--- src/rtl/radiogatun32_prng_assert.svh ---
// Assertion macros for the generator; clocked on clock, disabled in reset.
`ifndef RADIOGATUN32_PRNG_ASSERT_SVH
`define RADIOGATUN32_PRNG_ASSERT_SVH
`ifndef SYNTHESIS
`define RG32_ASSERT_IMP(label, ante, cons, msg) \
   label: assert property (@(posedge clock) disable iff (reset) (ante) |-> (cons)) \
      else $error(msg);
`define RG32_ASSERT_NXT(label, ante, cons, msg) \
   label: assert property (@(posedge clock) disable iff (reset) (ante) |=> (cons)) \
      else $error(msg);
`else
`define RG32_ASSERT_IMP(label, ante, cons, msg)
`define RG32_ASSERT_NXT(label, ante, cons, msg)
`endif
`endif

--- src/rtl/rg32_pkg.sv ---
package rg32_pkg;

   localparam int WORD_W      = 32;
   localparam int MILL_N      = 19;
   localparam int BELT_ROW    = 13;
   localparam int BELT_N      = 39;
   localparam int SEED_ROUNDS = 17;
   localparam int ROUND_CNT_W = $clog2(SEED_ROUNDS);

   typedef enum logic {
      CMD_RESEED = 1'b0,
      CMD_DRAW   = 1'b1
   } rg32_op_type;

   typedef struct packed {
      logic load;      // clear state and inject the seed
      logic step;      // run one belt-mill round
      logic take_m1;   // capture mill[1] after this round
      logic take_m2;   // capture current mill[2]
   } rg32_cmd_type;

endpackage

--- src/rtl/rg32_datapath.sv ---
module rg32_datapath (
   input  logic                     clock,
   input  logic                     reset,
   input  rg32_pkg::rg32_cmd_type   cmd,
   input  logic [31:0]              seed,
   output logic [31:0]              word
);
   import rg32_pkg::*;

   logic [WORD_W-1:0] mill_ff  [MILL_N];
   logic [WORD_W-1:0] mill_in  [MILL_N];
   logic [WORD_W-1:0] mill_nxt [MILL_N];
   logic [WORD_W-1:0] belt_ff  [BELT_N];
   logic [WORD_W-1:0] belt_in  [BELT_N];
   logic [WORD_W-1:0] belt_nxt [BELT_N];
   logic [WORD_W-1:0] word_ff;
   logic [WORD_W-1:0] word_in;

   // One full belt-mill round; every rotation and index is fixed wiring.
   always_comb begin : round_logic
      logic [WORD_W-1:0]   t  [MILL_N];
      logic [WORD_W-1:0]   bf [BELT_N];
      logic [WORD_W-1:0]   x;
      logic [2*WORD_W-1:0] rr;
      int                  rot;
      int                  k;
      rot = 0;
      for (int i = 0; i < BELT_N; i++) bf[i] = belt_ff[i];
      for (int i = 0; i < 12; i++)
         bf[i + (i % 3) * BELT_ROW] = bf[i + (i % 3) * BELT_ROW] ^ mill_ff[i + 1];
      for (int i = 0; i < MILL_N; i++) begin
         rot  = (rot + i) & 31;
         k    = (i * 7) % MILL_N;
         x    = mill_ff[k] ^ (mill_ff[(k + 1) % MILL_N] | ~mill_ff[(k + 2) % MILL_N]);
         rr   = {x, x} >> rot;
         t[i] = rr[WORD_W-1:0];
      end
      for (int i = 0; i < MILL_N; i++)
         mill_nxt[i] = t[i] ^ t[(i + 1) % MILL_N] ^ t[(i + 4) % MILL_N];
      mill_nxt[0] = mill_nxt[0] ^ 32'd1;
      for (int r = 0; r < 3; r++)
         for (int c = 0; c < BELT_ROW; c++)
            belt_nxt[r * BELT_ROW + c] = bf[r * BELT_ROW + ((c == 0) ? BELT_ROW - 1 : c - 1)];
      for (int r = 0; r < 3; r++)
         mill_nxt[BELT_ROW + r] = mill_nxt[BELT_ROW + r] ^ belt_nxt[r * BELT_ROW];
   end

   always_comb begin
      for (int i = 0; i < MILL_N; i++) mill_in[i] = mill_ff[i];
      for (int i = 0; i < BELT_N; i++) belt_in[i] = belt_ff[i];
      if (cmd.load) begin
         for (int i = 0; i < MILL_N; i++) mill_in[i] = '0;
         for (int i = 0; i < BELT_N; i++) belt_in[i] = '0;
         mill_in[16]       = seed;
         mill_in[17]       = 32'd1;
         belt_in[0]        = seed;
         belt_in[BELT_ROW] = 32'd1;
      end else if (cmd.step) begin
         for (int i = 0; i < MILL_N; i++) mill_in[i] = mill_nxt[i];
         for (int i = 0; i < BELT_N; i++) belt_in[i] = belt_nxt[i];
      end
   end

   always_comb begin
      word_in = word_ff;
      if (cmd.take_m1) word_in = mill_nxt[1];
      else if (cmd.take_m2) word_in = mill_ff[2];
   end

   always_ff @(posedge clock) begin
      if (reset) begin
         for (int i = 0; i < MILL_N; i++) mill_ff[i] <= '0;
         for (int i = 0; i < BELT_N; i++) belt_ff[i] <= '0;
      end else begin
         for (int i = 0; i < MILL_N; i++) mill_ff[i] <= mill_in[i];
         for (int i = 0; i < BELT_N; i++) belt_ff[i] <= belt_in[i];
      end
   end

   always_ff @(posedge clock) begin
      word_ff <= word_in;
   end

   assign word = word_ff;

endmodule

--- config.mk ---
export PLATFORM = sky130hd
export DESIGN_NAME = rg32_datapath
export DESIGN_NICKNAME = d
export VERILOG_FILES = /design/src/rtl/radiogatun32_prng_assert.svh /design/src/rtl/rg32_pkg.sv /design/src/rtl/rg32_datapath.sv
export SDC_FILE = /design/constraint.sdc
export NUM_CORES = 2
export LEC_CHECK = 0
export BUFFER_PORTS_ARGS = -buffer_cell sky130_fd_sc_hd__buf_2
export CAP_MARGIN = 20
export CORE_UTILIZATION = 58
export CTS_CLUSTER_SIZE = 30
export DETAILED_ROUTE_END_ITERATION = 6
export GPL_ROUTABILITY_DRIVEN = 0
export HOLD_SLACK_MARGIN = 0.15
export PLACE_DENSITY_LB_ADDON = 0.25
export SKIP_CTS_REPAIR_TIMING = 1
export SLEW_MARGIN = 20
export SYNTH_ARGS = -nofsm -noshare
export SYNTH_HDL_FRONTEND = slang
export SYNTH_SLANG_ARGS = --single-unit
--- constraint.sdc ---
create_clock -name clock -period 1.6 [get_ports clock]
set_input_delay 0.08 -clock clock [delete_from_list [all_inputs] [get_ports clock]]
set_output_delay 0.08 -clock clock [all_outputs]
set_load 0.01 [all_outputs]
==> results.md <==
- Pwr dens: 1520 nW/um^2
- Worst skew pair latency: 890 ps
- Post-Syn Area: 89700 sq um
- GRT Util Overall: 0.393
- Skew final: 88.6 ps
- DIE WIDTH: 395 um
- Initial antenna violation count: 18
- TritonCTS Buffers: 192
- RSZ-0062 raised after global routing: true
- Slew margin rel.: 0.224
- Worst vdd ir: 1.43 mV
- Post-DP HPWL: 242000 um
- CP max-delay cell: xnor2_2
- Mapped Nets: 9254
- Leak pwr: 44.1 nW
- CTS HTree Levels: 4
- Final nets: 10600
- P&R area growth vs syn: 29.9%
- Worst setup path class: reg2reg
- Row cnt: 143
- Crit path capture type: register
- Worst Hold Slack: 116 ps
- WL final: 359000 um
- Actual slew at the worst max-slew pin: 1160 ps
- Synth Register Bits: 1888
- Crit-path max FO: 3
- Post-synth ARST share: 0
- Final period util: 1.41
- Filler Cell Count: 9196
- Root Buffer Master: clkbuf_16
- CP most frequent cell: xnor2_2
- Initial drt markers: 11000
- Warnings from Yosys: 0
- Register area: 38500 sq um
- Post-DR vias/cell: 6.09
- Routed Antenna Nets: 0
- Die height: 395 um
- Period minus WS final: 2260 ps
- Worst-path clk slew: 70 ps
- IO buf count: 69
- Routed len/inst: 28.1 um
- Violated checks: design-rule violations, negative setup slack
- Fraction of final layout cells sized beyond drive strength 1: 0.261
- Pin count of the biggest net entering global routing: 91
- Main synth FF type: dfxtp_1
- Syn Inst Count: 9216
- Worst min path class: in2reg
- Clk sink count: 1888
- Vias: 77700
- Final setup fails: 377
- CP required: 2230 ps
- Core area: 153000 sq um
- DRC Markers: 84
- Crit path arrival time: 2890 ps
- Smallest setup slack after layout: -657 ps
- Max frequency: 443 MHz
- Max-cap violations: 0
- First-pass GRT wire length: 453000 um
- Critical path cell sequence: nor2b_2 -> xnor2_2 -> buf_6 -> xnor2_2 -> xnor2_1 -> mux2_2
- Outcome: finished, violations left
- Vias in the first global route: 68700
- Syn_area_per_cell: 9.74 sq um
- Setup_tns: -38220 ps
- I/O pins: 70
- Die area: 156000 sq um
- Initial core utilization: 0.587
- First-pass DRT Iterations: 7
- CP peak stage delay: 760 ps
- Post-synth EDFFs: 32
- Total gr overflow: 0
- Startpoint Class: register
- Area occupied by multi-input gates: 53500 sq um
- Final hold vios: 0
- Clk buf depth: 3
- Distinct cells, synth: 35
- Post-synthesis sequential area ratio: 0.425
- Pins Over Slew Limit: 0
- CTS tree: yes
==> sequential cells by signal (all words and copies together), names as in the netlist <==
| signal | cells |
|---|---|
| mill_ff | 608 |
| belt_ff | 1248 |
| word | 32 |
==> metal layers <==
metal / part of all wire / GRT usage
met1: 0.33 / 0.474
met2: 0.39 / 0.566
met3: 0.16 / 0.139
met4: 0.12 / 0.316
met5: 0.0021 / 0
==> cells in the mapped netlist (all sizes together), types with 2 or more instances <==
| library cell | n | area share |
|---|---|---|
| dfxtp | 1856 | 0.41 |
| xnor2 | 1777 | 0.18 |
| nor2 | 1304 | 0.055 |
| mux2i | 864 | 0.096 |
| nor2b | 566 | 0.039 |
| o21ai | 519 | 0.029 |
| xor2 | 479 | 0.047 |
| nand3b | 423 | 0.035 |
| a211oi | 384 | 0.032 |
| buf | 285 | 0.015 |
| clkbuf | 262 | 0.011 |
| a21oi | 185 | 0.010 |
| nor3b | 64 | 0.0054 |
| a31o | 56 | 0.0055 |
| edfxtp | 32 | 0.011 |
| mux2 | 32 | 0.0040 |
| o22ai | 32 | 0.0022 |
| and2b | 26 | 0.0022 |
| nand2 | 25 | 0.0010 |
| xnor3 | 23 | 0.0058 |
| nand2b | 16 | 0.0011 |
| or2 | 2 | 0.00014 |
==> worst max-delay path: cells and delay by family (launching register included) <==
family | cells | cell delay, ps
mux | 1 | 280
simple gates | 1 | 170
buf+inv | 1 | 250
xor+xnor | 3 | 990
flops | 1 | 320
==> report_power, final <==
group          switching [mW]  leakage, nW  internal (mW)
clock network            20.3         3.31           27.8
logic                    41.1         25.2           33.5
registers                4.16         15.5           50.8
==> final timing paths <==
check	cells past startpoint	endpoint	slack [ps]	start
worst min register to register	2	belt_ff[2][254]$_SDFFE_PP0P_	450	belt_ff[2][222]$_SDFFE_PP0P_
worst min-delay path	4	belt_ff[0][14]$_SDFFE_PP0P_	120	cmd[3]
worst max register to register	6	word[23]$_DFFE_PP_	-660	mill_ff[0][582]$_SDFFE_PP0P_
worst max-delay path	6	word[23]$_DFFE_PP_	-660	mill_ff[0][582]$_SDFFE_PP0P_
==> cells by family after synthesis <==
group | count (synthesis) | share of synthesized area
flip-flops | 1888 | 0.425
AND/OR/NAND/NOR | 2427 | 0.139
buffers and inverters | 548 | 0.0264
AO/OA/AOI/OAI | 1177 | 0.0792
XOR/XNOR | 2280 | 0.230
multiplexers | 896 | 0.100
==> stage by stage <==
step | setup WS, ps | std cells | cell area [sq um] | utilization | total power, mW
final | -657 | 12800 | 117000 | 0.763 | 178
after global routing | -714 | 12800 | 116000 | 0.762 | 180
after CTS | -646 | 12500 | 109000 | 0.712 | 163
after detailed placement | -621 | 12100 | 102000 | 0.668 | 115
after global placement | -813 | 12100 | 102000 | 0.667 | 114
after floorplan | 28.9 | 9216 | 89700 | - | 87.8
==> layout make-up <==
cell class | instances | area share
Clock inverter | 75 | 0.00914
Inverter | 1 | 0.0000322
Sequential cell | 1888 | 0.330
Multi-Input combinational cell | 6780 | 0.459
Antenna cell | 12 | 0.000258
Tap cell | 2030 | 0.0218
Timing Repair Buffer | 1703 | 0.131
Clock buffer | 276 | 0.0487
==> layout by cell type (no fill, tap or decap), types with 13 or more instances in the layout <==
cell and count:
edfxtp_1 32, and2b_1 16, nor3b_1 64, dfxtp_4 29, clkbuf_1 37, mux2i_1 864, nor2b_4 64, xnor2_2 219
xor2_1 342, nor2_1 1303, xnor3_1 23, o21ai_1 143, buf_12 141, nor2b_1 383, clkinv_2 33, dfxtp_1 1618
buf_4 1227, a21oi_1 175, bufinv_16 19, dfxtp_2 209, buf_6 123, nand3b_1 423, mux2_2 27, clkbuf_8 40
a31o_2 47, dlygate4sd3_1 146, nand2_1 24, o22ai_1 32, xor2_2 128, clkbuf_16 199, buf_2 62, xnor2_4 44
nand2b_1 13, o21ai_0 376, nor2b_2 119, a211oi_1 384, xnor2_1 1514
Note: power is estimated with default switching activity, not from simulation.
