### src/rtl/radiogatun32_prng_assert.svh
// Assertion macros for the generator; clocked on clock, disabled in reset.
`ifndef RADIOGATUN32_PRNG_ASSERT_SVH
`define RADIOGATUN32_PRNG_ASSERT_SVH
`ifndef SYNTHESIS
`define RG32_ASSERT_IMP(label, ante, cons, msg) \
   label: assert property (@(posedge clock) disable iff (reset) (ante) |-> (cons)) \
      else $error(msg);
`define RG32_ASSERT_NXT(label, ante, cons, msg) \
   label: assert property (@(posedge clock) disable iff (reset) (ante) |=> (cons)) \
      else $error(msg);
`else
`define RG32_ASSERT_IMP(label, ante, cons, msg)
`define RG32_ASSERT_NXT(label, ante, cons, msg)
`endif
`endif

### src/rtl/rg32_pkg.sv
package rg32_pkg;

   localparam int WORD_W      = 32;
   localparam int MILL_N      = 19;
   localparam int BELT_ROW    = 13;
   localparam int BELT_N      = 39;
   localparam int SEED_ROUNDS = 17;
   localparam int ROUND_CNT_W = $clog2(SEED_ROUNDS);

   typedef enum logic {
      CMD_RESEED = 1'b0,
      CMD_DRAW   = 1'b1
   } rg32_op_type;

   typedef struct packed {
      logic load;      // clear state and inject the seed
      logic step;      // run one belt-mill round
      logic take_m1;   // capture mill[1] after this round
      logic take_m2;   // capture current mill[2]
   } rg32_cmd_type;

endpackage

### src/rtl/rg32_controller.sv
`include "radiogatun32_prng_assert.svh"
module rg32_controller (
   input  logic                     clock,
   input  logic                     reset,
   input  logic                     req_valid,
   output logic                     req_ready,
   input  logic                     req_cmd,
   output logic                     rsp_valid,
   input  logic                     rsp_ready,
   output rg32_pkg::rg32_cmd_type   cmd
);
   import rg32_pkg::*;

   typedef enum logic {
      ST_IDLE,
      ST_SEEDING
   } state_type;

   state_type              state_ff, state_in;
   logic [ROUND_CNT_W-1:0] count_ff, count_in;
   logic                   round_due_ff, round_due_in;
   logic                   rsp_valid_ff, rsp_valid_in;
   logic                   accept;
   logic                   is_draw;
   logic                   seed_last;

   assign req_ready = (state_ff == ST_IDLE) && (!rsp_valid_ff || rsp_ready);
   assign accept    = req_valid && req_ready;
   assign is_draw   = (rg32_op_type'(req_cmd) == CMD_DRAW);
   assign seed_last = (state_ff == ST_SEEDING) && (count_ff == ROUND_CNT_W'(SEED_ROUNDS - 1));

   always_comb begin
      state_in     = state_ff;
      count_in     = count_ff;
      round_due_in = round_due_ff;
      rsp_valid_in = rsp_valid_ff && !rsp_ready;
      cmd          = '0;
      unique case (state_ff)
         ST_IDLE: begin
            if (accept) begin
               if (is_draw) begin
                  cmd.step     = round_due_ff;
                  cmd.take_m1  = round_due_ff;
                  cmd.take_m2  = !round_due_ff;
                  round_due_in = !round_due_ff;
                  rsp_valid_in = 1'b1;
               end else begin
                  cmd.load = 1'b1;
                  count_in = '0;
                  state_in = ST_SEEDING;
               end
            end
         end
         ST_SEEDING: begin
            cmd.step = 1'b1;
            count_in = count_ff + 1'b1;
            if (seed_last) begin
               count_in     = '0;
               round_due_in = 1'b1;
               state_in     = ST_IDLE;
            end
         end
         default: state_in = ST_IDLE;
      endcase
   end

   always_ff @(posedge clock) begin
      if (reset) begin
         state_ff     <= ST_IDLE;
         count_ff     <= '0;
         round_due_ff <= 1'b1;
         rsp_valid_ff <= 1'b0;
      end else begin
         state_ff     <= state_in;
         count_ff     <= count_in;
         round_due_ff <= round_due_in;
         rsp_valid_ff <= rsp_valid_in;
      end
   end

   assign rsp_valid = rsp_valid_ff;

   `RG32_ASSERT_IMP(a_no_accept_seeding, state_ff == ST_SEEDING, !req_ready, "ready while seeding")
   `RG32_ASSERT_NXT(a_reseed_enters, accept && !is_draw, state_ff == ST_SEEDING, "reseed lost")
   `RG32_ASSERT_NXT(a_draw_gives_word, accept && is_draw, rsp_valid_ff, "draw gave no word")
   `RG32_ASSERT_IMP(a_count_range, 1'b1, count_ff < ROUND_CNT_W'(SEED_ROUNDS), "count overrun")
   `RG32_ASSERT_NXT(a_seed_done_due, seed_last, round_due_ff, "round not due after reseed")

endmodule

### config.mk
export PLATFORM = sky130hd
export DESIGN_NAME = rg32_controller
export DESIGN_NICKNAME = d
export VERILOG_FILES = /design/src/rtl/rg32_pkg.sv /design/src/rtl/rg32_controller.sv
export VERILOG_INCLUDE_DIRS = /design/src /design/src/rtl
export SDC_FILE = /design/constraint.sdc
export NUM_CORES = 1
export LEC_CHECK = 0
export ABC_AREA = 1
export BUFFER_PORTS_ARGS = -buffer_cell sky130_fd_sc_hd__buf_2
export CAP_MARGIN = 20
export CORE_MARGIN = 3
export CORE_UTILIZATION = 31
export DETAILED_ROUTE_END_ITERATION = 8
export MAX_ROUTING_LAYER = met4
export PLACE_DENSITY = 0.57
export SLEW_MARGIN = 20
export SYNTH_ARGS = -nofsm -noshare
export SYNTH_HDL_FRONTEND = slang
export SYNTH_SLANG_ARGS = --single-unit
### constraint.sdc
create_clock -name clock -period 1.6 [get_ports clock]
set_input_delay 0.24 -clock clock [delete_from_list [all_inputs] [get_ports clock]]
set_output_delay 0.24 -clock clock [all_outputs]
set_load 0.05 [all_outputs]
==> results of run 1 <==
==> final timing paths <==
kind	from	end	slack (ps)
hold reg to reg	round_due_ff$_SDFFE_PP1P_	round_due_ff$_SDFFE_PP1P_	480
hold / removal	reset	count_ff[4]$_SDFFE_PP0P_	210
setup reg to reg	count_ff[0]$_SDFFE_PP0P_	count_ff[4]$_SDFFE_PP0P_	400
setup / recovery	state_ff$_SDFF_PP0_	cmd[0]	120
==> timing repair <==
action,CTS,global route
gates resized for setup,1,5
endpoints found under the setup margin,1,4
gates cloned,0,0
pin swaps,0,1
==> layout make-up <==
type	instances	area, um^2
flip-flops and latches	8	168
inverters	13	56.3
repair buffers	10	56.3
clock buffers	4	26.3
well taps	15	18.8
multi-input cells	41	279
fillers	136	762
==> cells by family after synthesis <==
logic type               count (synthesis)
AND/OR/NAND/NOR                         28
adder cells (fa/ha/maj)                  2
buffers and inverters                   14
XOR/XNOR                                 1
flip-flops                               8
AO/OA/AOI/OAI                           10
==> placed cells by master, fill, tap and decap left out, drive strengths merged <==
| cell type | synthesis | routed |
|---|---|---|
| xor2 | 1 | 1 |
| o21ai | 1 | 1 |
| a21oi | 7 | 7 |
| o21a | 1 | 1 |
| o21bai | 1 | 1 |
| nand3 | 10 | 10 |
| ha | 2 | 2 |
| clkbuf | 0 | 4 |
| dfxtp | 8 | 8 |
| or2 | 1 | 1 |
| nor3 | 1 | 1 |
| nand4 | 5 | 5 |
| nor2 | 2 | 2 |
| nand2 | 9 | 9 |
| buf | 1 | 10 |
| inv | 13 | 13 |
==> metal layers <==
| layer | track usage (%) | share of wire (%) |
|---|---|---|
| met1 | 17.7 | 48 |
| met2 | 16.0 | 44 |
| met3 | 7.17 | 5.9 |
| met4 | 7.02 | 1.1 |
| met5 | - | 0 |
==> report_power, final <==
group / switching, mW / internal (mW) / total [mW]
Clock: 0.0804 / 0.0958 / 0.176
Combinational: 0.0826 / 0.0373 / 0.120
Sequential: 0.0106 / 0.207 / 0.217
Total: 0.174 / 0.340 / 0.513
==> state kept, by name (all words and copies together), names as in the netlist <==
name,flops
count_ff,5
round_due_ff,1
rsp_valid,1
state_ff,1
==> critical path: cells and delay by family (launching register included) <==
family / cells / cell delay (ps)
buffers and inverters: 4 / 450
and+or+nand+nor: 2 / 170
DFF: 1 / 370
==> metrics by stage <==
stage	instance area (um^2)	hold slack (ps)	setup TNS, ps	instances	power, mW
final	604	209	0	91	0.513
after CTS	593	203	0	91	0.518
after global placement	564	467	0	87	0.337
after global routing	604	208	0	91	0.549
after floorplan	500	299	-35.4	63	0.309
after detailed placement	564	467	0	87	0.337
==> impl_metrics.csv, run 1 <==
group,metric,value,unit
status,status,"finished, final reports clean",
yosys,ys_seq_area_share,34.1,%
floorplan,start_util,34.3,%
worst_setup_path,cp-start-kind,"flip-flop",
yosys,postSynthCellCount,63,
timing,fin_crit_sh,92.8,%
timing,max_freq,674,MHz
floorplan,dieArea,2020,um^2
yosys,synth_top_family_by_area,"simple AND/OR/NAND/NOR gates",
route,drtAntennaViolNets,0,
yosys,synth.area.mux_share,0,%
floorplan,core_area,1370,um^2
timing,finalCriticalPeriod,1480,ps
yosys,ys_warn_count,0,
grt,track_usage,13.4,%
cells_and_area,n_antenna_cell,0,
floorplan,die_w,44.9,um
worst_setup_path,reg2reg_depth,7,
clock_tree,cts_buffer_depth,2,
yosys,synth_top_area_share,34.1,%
floorplan,die_h,44.9,um
pwr,power_density,850,nW/um^2
timing,maxSlewHeadroom,83.3,%
placement,dp_slack,215,ps
min_path,min_path_type,"primary input to flip-flop",
worst_setup_path,critPathRequiredTime,1360,ps
route,dr.pass1.iters,4,
route,drtIter0Drc,8,
pwr,leakage,0.294,nW
clock_tree,cts_setup_buffers,0,
worst_setup_path,cpMaxStageDelayCell,"dfxtp_4",
grt,antenna_found_initial,0,
yosys,synth.area.top_cells,"dfxtp_1, nand3_1, inv_1",
placement,port_buffers,10,
route,drcViolationCount,0,
timing,drv_slew,0,
clock_tree,cts_sinks,8,
yosys,yosys-top-cells-count,"inv_1, nand2_1, nand3_1, dfxtp_1, a21oi_1",
timing,fin_ws,116,ps
grt,grt_max_degree,11,
yosys,yosysMostFrequentCell,"inv_1",
yosys,synthXorXnorAreaFrac,1.87,%
yosys,synth-seq-cells,8,
run,maxCapViolCount,0,
worst_setup_path,crit_type,"flip-flop to output pin",
min_path,min_path_cells,2,
yosys,synth_fa_ha_area_share,5.33,%
worst_setup_path,slowest_delay,370,ps
yosys,synthesis.area,469,um^2
clock_tree,numCtsBuffers,3,
clock_tree,clkTransAtPathRegs,70,ps
grt,grt_overflow,0,
placement,gp_congestion,0.893,
yosys,synth.net_count,70,
yosys,yosys.cell_types.count,19,
grt,first_global_vias,371,
yosys,synth-async-reset-ratio,0,%
cells_and_area,drive_gt1_share,30.3,%
timing,finalHoldViolCount,0,
yosys,avgSynthCellArea,7.45,um^2
clock_tree,clk-insertion-delay-late,270,ps
cells_and_area,syn2layout_area_growth,28.8,%
yosys,synth_flop_cell,"dfxtp_1",
yosys,synth_top_area_cell,"dfxtp_1",
worst_setup_path,crit_top_cell,"inv_1",
worst_setup_path,path_max_fanout,10,
clock_tree,hold_buffers,0,
timing,setup_viol,0,
placement,place_hpwl,773,um
yosys,synth_compound_area_share,13.3,%
yosys,synth_edf_count,0,
cells_and_area,final_util,44.2,%
route,wl_per_cell,10.9,um
timing,tightest_slew,250,ps
timing,rsz0062_at_grt,"false",
pwr,ir_drop,0.467,mV
clock_tree,cts_tree,"done",
timing,skew,18.6,ps
yosys,synthSimpleGateAreaFrac,33.9,%
route,via_per_inst,4.75,
route,via_count,432,
worst_setup_path,cp.arrival,1240,ps
clock_tree,root_buffer,"clkbuf_4",
cells_and_area,nets,84,
worst_setup_path,end_kind,"output pin",
grt,grt_first_pass_wirelength,1750,um
worst_setup_path,path_cells,"inv_8 -> nand3_4 -> inv_1 -> nand3_1 -> inv_1 -> buf_2",
floorplan,num_io_pins,11,
floorplan,fp-row-count,13,
clock_tree,htree_levels,1,
route,routed_wirelength,990,um
Power figures use the tool's default switching activity.
==> inputs of run 2 (changes only) <==
--- a/config.mk
+++ b/config.mk
@@ -14,6 +14,7 @@
 export DETAILED_ROUTE_END_ITERATION = 8
 export MAX_ROUTING_LAYER = met4
 export PLACE_DENSITY = 0.57
+export RECOVER_POWER = 50
 export SLEW_MARGIN = 20
 export SYNTH_ARGS = -nofsm -noshare
 export SYNTH_HDL_FRONTEND = slang
==> constraint.sdc (replaced) <==
create_clock -name clock -period 1.4 [get_ports clock]
set_input_delay 0.21 -clock clock [delete_from_list [all_inputs] [get_ports clock]]
set_output_delay 0.21 -clock clock [all_outputs]
set_load 0.05 [all_outputs]
==> impl_metrics.csv, run 2 (synthesis results as in run 1) <==
group,metric,value,unit
clock_tree,cts_buffer_depth,2,
route,via_per_inst,4.90,
placement,gp_congestion,0.841,
worst_setup_path,critPathRequiredTime,1190,ps
timing,fin_ws,-17.6,ps
route,wl_per_cell,11.9,um
cells_and_area,nets,90,
cells_and_area,syn2layout_area_growth,47.5,%
pwr,power_density,887,nW/um^2
timing,finalCriticalPeriod,1420,ps
min_path,min_from,"reset",
status,violations,"setup timing",
pwr,p_int,0.415,mW
timing,tightest_slew,368,ps
min_path,min_path_cells,2,
clock_tree,clkTransAtPathRegs,60,ps
pwr,p_seq_share,39.9,%
worst_setup_path,crit_type,"flip-flop to output pin",
cells_and_area,fillers,155,
grt,antenna_found_initial,0,
timing,max_freq,705,MHz
worst_setup_path,crit_start,"state_ff$_SDFF_PP0_",
worst_setup_path,path_max_fanout,3,
timing,rsz0062_at_grt,"true",
placement,placedCellCount,89,
clock_tree,cts_tree,"done",
grt,top_usage_layer,"met2",
min_path,hold_end,"count_ff[4]$_SDFFE_PP0P_",
floorplan,start_util,34.3,%
cells_and_area,final-seq-area,164,um^2
worst_setup_path,path_delay_family,"flip-flops",
route,drtIter0Drc,15,
route,via_count,475,
route,dr.pass1.iters,4,
cells_and_area,layout_common_cells,"inv_1, nand2_1, nand3_1",
status,status,"finished, violations left",
run,maxCapViolCount,0,
timing,fin_crit_sh,101,%
clock_tree,numCtsBuffers,3,
timing,skew,7.61,ps
grt,grt_max_degree,8,
grt,grtUsageMet3,5.98,%
cells_and_area,n_antenna_cell,0,
clock_tree,root_buffer,"clkbuf_4",
worst_setup_path,crit_buf_inv,2,
grt,first_global_vias,423,
grt,track_usage,13.6,%
pwr,p_comb_share,28.7,%
cells_and_area,top_register,"count_ff",
cells_and_area,largest_reg_flops,5,
worst_setup_path,reg2reg_slack,170,ps
cells_and_area,multi_input_area,284,um^2
grt,grt_overflow,0,
worst_setup_path,r2r-start,"state_ff$_SDFF_PP0_",
cells_and_area,stdcell_count,97,
worst_setup_path,cpMaxStageDelayCell,"dfxtp_1",
floorplan,die_h,44.9,um
floorplan,die_w,44.9,um
pwr,pwr-share-clk,31.4,%
timing,setup_viol,1,
pwr,p_total,0.614,mW
grt,grtUsageMet1,14.8,%
route,routed_wirelength,1160,um
grt,grt_first_pass_wirelength,1790,um
route,drtAntennaViolNets,0,
pwr,ir_drop,0.515,mV
pwr,p_sw,0.199,mW
worst_setup_path,cp.arrival,1210,ps
cells_and_area,final_util,50.6,%
floorplan,core_area,1370,um^2
pwr,swShare,32.4,%
clock_tree,clk-insertion-delay-late,260,ps
placement,port_buffers,10,
worst_setup_path,r2r-end,"round_due_ff$_SDFFE_PP1P_",
pwr,leakage,0.329,nW
cells_and_area,final_common_cell,"inv_1",
worst_setup_path,end_kind,"output pin",
worst_setup_path,reg2reg_depth,5,
placement,place_hpwl,850,um
floorplan,num_io_pins,11,
route,drcViolationCount,0,
min_path,min_path_type,"primary input to flip-flop",
timing,drv_slew,0,
timing,finalHoldViolCount,0,
cells_and_area,drive_gt1_share,36.6,%
timing,maxSlewHeadroom,75.4,%
clock_tree,cts_sinks,8,
clock_tree,htree_levels,1,
floorplan,fp-row-count,13,
worst_setup_path,path_cells,"inv_4 -> nand3_4 -> nor3_4 -> or2_4 -> buf_8",
floorplan,dieArea,2020,um^2
grt,use_met2,19.2,%
worst_setup_path,cp-start-kind,"flip-flop",
worst_setup_path,slowest_delay,370,ps
==> run 2: changes by cell type in the layout (fill, tap and decap cells not counted), sizes merged <==
cell | before | now
buf | 10 | 14
clkbuf | 4 | 6
==> run 2: power groups by stage <==
stage / clock, mW / sequential [mW] / combinational, mW
floorplan: 0 / 0.257 / 0.0962
global placement: 0 / 0.252 / 0.140
detailed placement: 0 / 0.253 / 0.140
CTS: 0.204 / 0.245 / 0.172
global route: 0.212 / 0.246 / 0.189
finish: 0.192 / 0.245 / 0.176
==> run 2: per-layer routing <==
layer	share of wire (%)	vias to the layer above
li1	-	249
met1	42	213
met2	52	11
met3	5.3	2
met4	1.0	0
met5	0	-
==> run 2: how the worst max path moves through the flow <==
stage | slack, ps | to | depth (start not counted)
4_1_cts | -20 | cmd[2] | 5
5_1_grt | -80 | cmd[2] | 5
2_1_floorplan | -210 | cmd[2] | 4
3_3_place_gp | 110 | cmd[2] | 7
3_5_place_dp | 100 | cmd[2] | 7
6_report | -20 | cmd[2] | 5
==> run 2: cell type report <==
cell class | count | area share, %
clock buffer | 4 | 3.80
inverter | 13 | 7.41
multi-input combinational | 41 | 41.0
sequential | 8 | 23.7
tap | 15 | 2.71
timing repair buffer | 16 | 21.3
==> run 2: what timing repair did <==
| action | in CTS | in global routing |
|---|---|---|
| pin swaps | 3 | 0 |
| setup buffers | 4 | 0 |
| hold buffers | 0 | 0 |
| gates resized for setup | 8 | 6 |
| setup endpoints to repair | 3 | 5 |
==> run 2: stage by stage <==
step / hold slack (ps) / instance area [um^2] / setup TNS [ps] / setup slack, ps
6_report: 195 / 692 / -17.6 / -17.6
3_3_place_gp: 462 / 579 / 0 / 110
5_1_grt: 187 / 692 / -123 / -83.0
3_5_place_dp: 467 / 579 / 0 / 98.8
4_1_cts: 180 / 684 / -18.4 / -18.4
2_1_floorplan: 269 / 500 / -205 / -205
